--- src/rtl/sadu_pkg.sv ---
// Shared types, constants and the arctangent table for the shelf/atan distortion unit.
`timescale 1ns / 1ps

package sadu_pkg;

    localparam int CNT_W     = 5;
    localparam int ATAN_LEN  = 24;
    localparam int Z_W       = 34;
    localparam int Q_W       = 31;
    localparam int DIV_STEPS = 3;
    localparam int REM_W     = 17;
    localparam int PT_W      = 46;
    localparam int PT_SH     = 14;
    localparam int CFG_IDX_W = 2;
    localparam int CFG_W     = 17;

    localparam logic [REM_W-1:0] CLIP_DEN   = 17'd31415;
    localparam logic [REM_W-1:0] CLIP_DEN2  = 17'd62830;
    localparam logic [14:0]      CLIP_NUM   = 15'd20000;
    // floor(2^46 / 31415)
    localparam logic [31:0]      CLIP_RECIP = 32'd2239972757;

    // steps of the clip divide
    localparam logic [CNT_W-1:0] DIV_EST = 5'd0;
    localparam logic [CNT_W-1:0] DIV_REM = 5'd1;

    localparam logic [CFG_IDX_W-1:0] REG_SHELF_COEF  = 2'd0;
    localparam logic [CFG_IDX_W-1:0] REG_SHELF_LEVEL = 2'd1;
    localparam logic [CFG_IDX_W-1:0] REG_DRIVE_GAIN  = 2'd2;
    localparam logic [CFG_IDX_W-1:0] REG_WET_MIX     = 2'd3;

    typedef enum logic [3:0] {
        OP_NONE,
        OP_LOAD,
        OP_AP_A,
        OP_AP_B,
        OP_AP_C,
        OP_SH_A,
        OP_SH_B,
        OP_DRV,
        OP_CORD,
        OP_TMUL,
        OP_DIV,
        OP_WET,
        OP_BL_A,
        OP_BL_B,
        OP_OUT
    } t_op;

    typedef struct packed {
        t_op              op;
        logic [CNT_W-1:0] idx;
    } t_cmd;

    function automatic logic [30:0] atan_q30(input logic [CNT_W-1:0] i);
        logic [30:0] v;
        case (i)
            5'd0:    v = 31'd843314857;
            5'd1:    v = 31'd497837829;
            5'd2:    v = 31'd263043837;
            5'd3:    v = 31'd133525159;
            5'd4:    v = 31'd67021687;
            5'd5:    v = 31'd33543516;
            5'd6:    v = 31'd16775851;
            5'd7:    v = 31'd8388437;
            5'd8:    v = 31'd4194283;
            5'd9:    v = 31'd2097149;
            5'd10:   v = 31'd1048576;
            5'd11:   v = 31'd524288;
            5'd12:   v = 31'd262144;
            5'd13:   v = 31'd131072;
            5'd14:   v = 31'd65536;
            5'd15:   v = 31'd32768;
            5'd16:   v = 31'd16384;
            5'd17:   v = 31'd8192;
            5'd18:   v = 31'd4096;
            5'd19:   v = 31'd2048;
            5'd20:   v = 31'd1024;
            5'd21:   v = 31'd512;
            5'd22:   v = 31'd256;
            5'd23:   v = 31'd128;
            default: v = 31'd0;
        endcase
        return v;
    endfunction

endpackage

--- src/rtl/sadu_ctrl.sv ---
// Sequencer for the shelf/atan distortion unit: steps the datapath through one sample.
`timescale 1ns / 1ps

module sadu_ctrl #(
    parameter int ATAN_STEPS = 16
) (
    input  logic           i_clk,
    input  logic           i_rst_n,
    input  logic           i_in_valid,
    output logic           o_in_ready,
    output logic           o_out_valid,
    input  logic           i_out_ready,
    output sadu_pkg::t_cmd o_cmd
);

    typedef enum logic [3:0] {
        S_IDLE, S_AP_A, S_AP_B, S_AP_C, S_SH_A, S_SH_B, S_DRV,
        S_CORD, S_TMUL, S_DIV, S_WET, S_BL_A, S_BL_B, S_OUT
    } t_state;

    t_state                     r_state;
    logic [sadu_pkg::CNT_W-1:0] r_cnt;
    logic                       r_out_valid;
    logic                       w_out_load;

    assign o_in_ready  = (r_state == S_IDLE);
    assign o_out_valid = r_out_valid;
    assign w_out_load  = (r_state == S_OUT) && (!r_out_valid || i_out_ready);

    always_comb begin
        o_cmd.idx = r_cnt;
        case (r_state)
            S_IDLE:  o_cmd.op = i_in_valid ? sadu_pkg::OP_LOAD : sadu_pkg::OP_NONE;
            S_AP_A:  o_cmd.op = sadu_pkg::OP_AP_A;
            S_AP_B:  o_cmd.op = sadu_pkg::OP_AP_B;
            S_AP_C:  o_cmd.op = sadu_pkg::OP_AP_C;
            S_SH_A:  o_cmd.op = sadu_pkg::OP_SH_A;
            S_SH_B:  o_cmd.op = sadu_pkg::OP_SH_B;
            S_DRV:   o_cmd.op = sadu_pkg::OP_DRV;
            S_CORD:  o_cmd.op = sadu_pkg::OP_CORD;
            S_TMUL:  o_cmd.op = sadu_pkg::OP_TMUL;
            S_DIV:   o_cmd.op = sadu_pkg::OP_DIV;
            S_WET:   o_cmd.op = sadu_pkg::OP_WET;
            S_BL_A:  o_cmd.op = sadu_pkg::OP_BL_A;
            S_BL_B:  o_cmd.op = sadu_pkg::OP_BL_B;
            S_OUT:   o_cmd.op = w_out_load ? sadu_pkg::OP_OUT : sadu_pkg::OP_NONE;
            default: o_cmd.op = sadu_pkg::OP_NONE;
        endcase
    end

    always_ff @(posedge i_clk) begin
        if (!i_rst_n) begin
            r_state     <= S_IDLE;
            r_cnt       <= '0;
            r_out_valid <= 1'b0;
        end else begin
            if (r_out_valid && i_out_ready && !w_out_load) begin
                r_out_valid <= 1'b0;
            end
            case (r_state)
                S_IDLE: begin
                    if (i_in_valid) begin
                        r_state <= S_AP_A;
                    end
                end
                S_AP_A: r_state <= S_AP_B;
                S_AP_B: r_state <= S_AP_C;
                S_AP_C: r_state <= S_SH_A;
                S_SH_A: r_state <= S_SH_B;
                S_SH_B: r_state <= S_DRV;
                S_DRV: begin
                    r_cnt   <= '0;
                    r_state <= S_CORD;
                end
                S_CORD: begin
                    if (r_cnt == sadu_pkg::CNT_W'(ATAN_STEPS - 1)) begin
                        r_cnt   <= '0;
                        r_state <= S_TMUL;
                    end else begin
                        r_cnt <= r_cnt + 1'b1;
                    end
                end
                S_TMUL: begin
                    r_cnt   <= '0;
                    r_state <= S_DIV;
                end
                S_DIV: begin
                    if (r_cnt == sadu_pkg::CNT_W'(sadu_pkg::DIV_STEPS - 1)) begin
                        r_cnt   <= '0;
                        r_state <= S_WET;
                    end else begin
                        r_cnt <= r_cnt + 1'b1;
                    end
                end
                S_WET:  r_state <= S_BL_A;
                S_BL_A: r_state <= S_BL_B;
                S_BL_B: r_state <= S_OUT;
                S_OUT: begin
                    if (w_out_load) begin
                        r_out_valid <= 1'b1;
                        r_state     <= S_IDLE;
                    end
                end
                default: r_state <= S_IDLE;
            endcase
        end
    end

endmodule

--- config.mk ---
export PLATFORM = sky130hd
export DESIGN_NAME = sadu_ctrl
export DESIGN_NICKNAME = d
export VERILOG_FILES = /design/src/rtl/sadu_pkg.sv /design/src/rtl/sadu_ctrl.sv
export SDC_FILE = /design/constraint.sdc
export NUM_CORES = 1
export LEC_CHECK = 0
export BUFFER_PORTS_ARGS = -buffer_cell sky130_fd_sc_hd__buf_4
export CORE_MARGIN = 2
export CORE_UTILIZATION = 49
export CTS_BUF_LIST = sky130_fd_sc_hd__clkbuf_4
export CTS_CLUSTER_DIAMETER = 50
export CTS_CLUSTER_SIZE = 12
export DETAILED_ROUTE_END_ITERATION = 16
export GPL_ROUTABILITY_DRIVEN = 1
export PLACE_DENSITY = 0.87
export SKIP_CTS_REPAIR_TIMING = 1
export SYNTH_ARGS = -nofsm -noshare
export SYNTH_HDL_FRONTEND = slang
export SYNTH_SLANG_ARGS = --single-unit
export TNS_END_PERCENT = 10
--- constraint.sdc ---
create_clock -name i_clk -period 1.4 [get_ports i_clk]
set_input_delay 0.14 -clock i_clk [delete_from_list [all_inputs] [get_ports i_clk]]
set_output_delay 0.14 -clock i_clk [all_outputs]
set_load 0.02 [all_outputs]
; ---- Word level (Yosys, flattened, before mapping)
; Cells that the tools add are included.
[totals]
reg_bits = 10
output_inout_bits = 11
elab_cells = 47
input_bits = 4
[op_classes]
addsub = 1
eq_ne = 19
reduce_logical = 10
mux = 14
[ops]
columns = op, n
row1 = case mux 4 bit (14 select lines), 2
row2 = == test 4 bit (second input constant), 6
row3 = 2-to-1 mux 4 bit, 5
row4 = == test 4 x 3 -> 1 bit (second input constant), 4
row5 = case mux 5 bit (3 select lines), 1
row6 = 2-to-1 mux 5 bit, 2
row7 = == test 4 x 2 -> 1 bit (second input constant), 2
row8 = != test 2 bit (second input constant), 4
row9 = adder 5 x 1 -> 5 bit (second input constant), 1
row10 = == test 5 x 2 -> 1 bit (second input constant), 1
row11 = == test 5 x 4 -> 1 bit (second input constant), 1
row12 = == test 4 x 1 -> 1 bit (second input constant), 1
row13 = logical NOT 4 bit, 1
row14 = 2-to-1 mux 1 bit, 4
row15 = AND reduction 4 bit, 1
row16 = logical AND 1 bit, 3
row17 = nonzero test 3 bit, 1
row18 = logical NOT 1 bit, 2
row19 = OR reduction 2 bit, 1
row20 = logical OR 1 bit, 1

; ---- Longest topological paths before layout
[depth]
ltp_word = 8
mapped_depth = 8
ltp_nobuf = 8

; ---- Worst setup path before layout
; OpenSTA, ideal clock, no wires.
[synth_timing]
path_type = reg2reg
from = register r_cnt[1] (netlist name)
to = register r_state[3]
stages_incl_launch_ff = 6
t_arrival_ns = 1.589
slack_ns = -0.330
t_required_ns = 1.259
cell_sequence = dfxtp_1 ha_1 nor4b_1 and4bb_2 nor4_2 a311oi_1
[synth_between]
elab_chain_len = 3
word_cells_on_any_way = 5
classes_between = eq/ne (4) / reduce/logical (1)
[synth_rtl]
columns = item, line_no
row1 = from (decl), sadu_ctrl.sv:22  ; logic [sadu_pkg::CNT_W-1:0] r_cnt;
row2 = from (signal assigned), sadu_ctrl.sv:80  ; r_cnt <= r_cnt + 1'b1;
row3 = from (signal assigned), sadu_ctrl.sv:92  ; r_cnt <= r_cnt + 1'b1;
row4 = == test 5 x 2 -> 1 bit / == test 5 x 4 -> 1 bit (equally long branches), "sadu_ctrl.sv:88, sadu_ctrl.sv:76"
row5 = != test 2 bit (no line), --
row6 = AND reduction 4 bit (no line) (*), --
row7 = to (signal assigned), sadu_ctrl.sv:90  ; r_state <= S_WET;
row8 = to (signal assigned), sadu_ctrl.sv:95  ; S_WET: r_state <= S_BL_A;
row9 = to (signal assigned), sadu_ctrl.sv:96  ; S_BL_A: r_state <= S_BL_B;
row10 = to (decl), sadu_ctrl.sv:21  ; t_state r_state;
; Mark *: on every way between the ends. The rest lies on a longest branch, timed or not.
; A chain may end at the register's enable or synchronous reset.

==> results.tsv <==
metric	value	unit
outcome	finished with violations	
violations	negative setup slack	
power	0.00263	W
ys_seq_area_share	29.1	%
syn2layout_area_growth	65.6	%
die_height	41.4	um
drtIter0Drc	76	
synth_cell_types	35	
fmax	592	MHz
crit_arrival	1.55	ns
critPathBufInv	2	
whs	0.146	ns
antenna_found_initial	0	
final_common_cell	buf_4	
cts_max_path_buffers	2	
cp-end-kind	output pin	
skew	0.00816	ns
fillCellCount	62	
clkTransAtPathRegs	0.08	ns
cts_sinks	10	
p_leak	0.487	nW
firstDrtPassIters	4	
layout_common_cells	35 x buf_4, 7 x nor2_1, 5 x o21ai_0, 5 x nand2_1, 5 x dfxtp_1	
cp_top_family	flip-flops	
gp_congestion	0.869	
hold_viol	0	
drtAntennaViolNets	0	
die_w	41.4	um
syn_area	687	um^2
async_reset_ff_share	0	%
route.detailed.drc	0	
slew_headroom	73.9	%
synth_nets	90	
yosys_warnings	0	
start_kind	flop	
fin_crit	1.69	ns
antennaDiodeCount	0	
power.share.clock	8.7	%
io_buffer_count	14	
min_path_type	in2reg	
die_area	1720	um^2
p_int	0.00140	W
grt_start_max_net_pins	15	
combPwrFrac	70.6	%
grt_pass1_vias	704	
pre_cts_slack	-0.223	ns
worst_pin_slew	0.389	ns
yosys_register_bits	10	
routed_via_density	6.54	
crit_path_top_delay_cell	dfxtp_4	
worstPathCellList	buf_4, maj3_2, nor2_1, a21oi_1, o21ai_1, buf_4	
rsz0062_at_grt	true	
p_sw_share	46.8	%
start_util	52.8	%
final_nets	129	
dp_hpwl	1440	um
slew_viol_final	0	
ys.flop_type	dfxtp_1	
worstSkewPairLatency	0.28	ns
num_rows	13	
grt_pass1_wl	3330	um
critical_path_required	1.26	ns
crit_fanout	8	
core	1300	um^2
drv_cap	0	
grt_usage	25.1	%
syn_avg_cell_area	8.38	um^2
ios	15	
worst_slack	-0.289	ns
clockRootBuffer	clkbuf_4	
vias	883	
final_layout_size_suffix_gt1_share	57.5	%
min_period_over_period	121	%
cts_max_level	1	
cts_inserted_buffers	3	
grt-ovfl-total	0	
peakVddDrop	1.47	mV
critPathMaxStageDelay	0.39	ns
setup-violations-final	14	
synth_edf_count	0	
path_class	reg2out	
drt_wl_total	3010	um
p_switching	0.00123	W
post_drt_wl_per_cell	22.3	um
cts_tree	yes	
power_frac_seq	20.6	%
cpMostUsedCell	buf_4	
power_density	2310	nW/um^2
syn_inst	82	
## worst paths after layout
| kind | start | end | slack (ns) | cells past startpoint |
|---|---|---|---|---|
| setup / recovery | r_state[0]$_SDFFE_PN0P_ | o_cmd[7] | -0.29 | 6 |
| hold / removal | i_rst_n | r_state[0]$_SDFFE_PN0P_ | 0.15 | 2 |
| setup reg to reg | r_cnt[0]$_SDFFE_PN0P_ | r_state[3]$_SDFFE_PN0P_ | -0.29 | 6 |
| hold reg to reg | r_cnt[4]$_SDFFE_PN0P_ | r_cnt[4]$_SDFFE_PN0P_ | 0.60 | 2 |
## area by class of cell
| class | count | area, um^2 | area share [%] |
|---|---|---|---|
| repair buffers | 38 | 297 | 26.1 |
| flip-flops and latches | 10 | 214 | 18.8 |
| well taps | 15 | 18.8 | 1.65 |
| inverters | 5 | 18.8 | 1.65 |
| clock inverters | 1 | 3.75 | 0.330 |
| clock buffers | 3 | 22.5 | 1.98 |
| multi-input cells | 63 | 563 | 49.5 |
## cells in the mapped netlist (2+ instances only)
cell type | n | area share, %
nand4b_1 | 2 | 2.6
ha_1 | 4 | 7.3
o21ai_0 | 9 | 6.6
a211oi_1 | 2 | 2.2
dfxtp_1 | 10 | 29
a21oi_1 | 5 | 3.6
nand3_1 | 2 | 1.5
nand2_1 | 6 | 3.3
nor2_1 | 10 | 5.5
xor2_1 | 3 | 3.8
inv_1 | 5 | 2.7
## state kept, by name (all words and copies together), names as in the netlist
register	count
r_state	4
r_cnt	5
o_out_valid	1
## power groups by stage
stage	Clock (W)	Combinational (W)	Sequential, W
after CTS	0.000223	0.00145	0.000495
final	0.000229	0.00186	0.000542
after global placement	0	0.00137	0.000490
after detailed placement	0	0.00142	0.000500
after global routing	0.000238	0.00192	0.000554
after floorplan	0	0.000826	0.000539
## kinds of logic after synthesis
| kind of cell | share of synthesized area (%) |
|---|---|
| XOR/XNOR | 5.10 |
| buffers and inverters | 8.20 |
| AO/OA/AOI/OAI | 19.9 |
| adder cells (fa/ha/maj) | 8.74 |
| flip-flops | 29.1 |
| AND/OR/NAND/NOR | 29.0 |
## through the flow
step	cells	instance area, um^2	setup TNS [ns]	utilization [%]
floorplan	82	718	-0.666	-
global placement	129	970	-0.954	74.5
detailed placement	129	970	-1.26	74.5
CTS	133	996	-2.80	76.5
global route	135	1140	-3.05	87.4
finish	135	1140	-2.68	87.4
## worst reg2reg max path, stage by stage (launching register included)
cell and delay (ns):
dfxtp_4 0.37, inv_1 0.06, ha_1 0.18, nor4b_4 0.21, and4bb_4 0.26, nor4_4 0.30, a311oi_2 0.17
## layer usage
| metal | global-route usage (%) | up-vias | wire [um] |
|---|---|---|---|
| li1 | - | 371 | - |
| met1 | 32.6 | 403 | 1100 |
| met2 | 40.3 | 82 | 1380 |
| met3 | 4.35 | 27 | 310 |
| met4 | 11.6 | 0 | 222 |
| met5 | 0 | - | 0 |
Power figures use the tool's default switching activity.
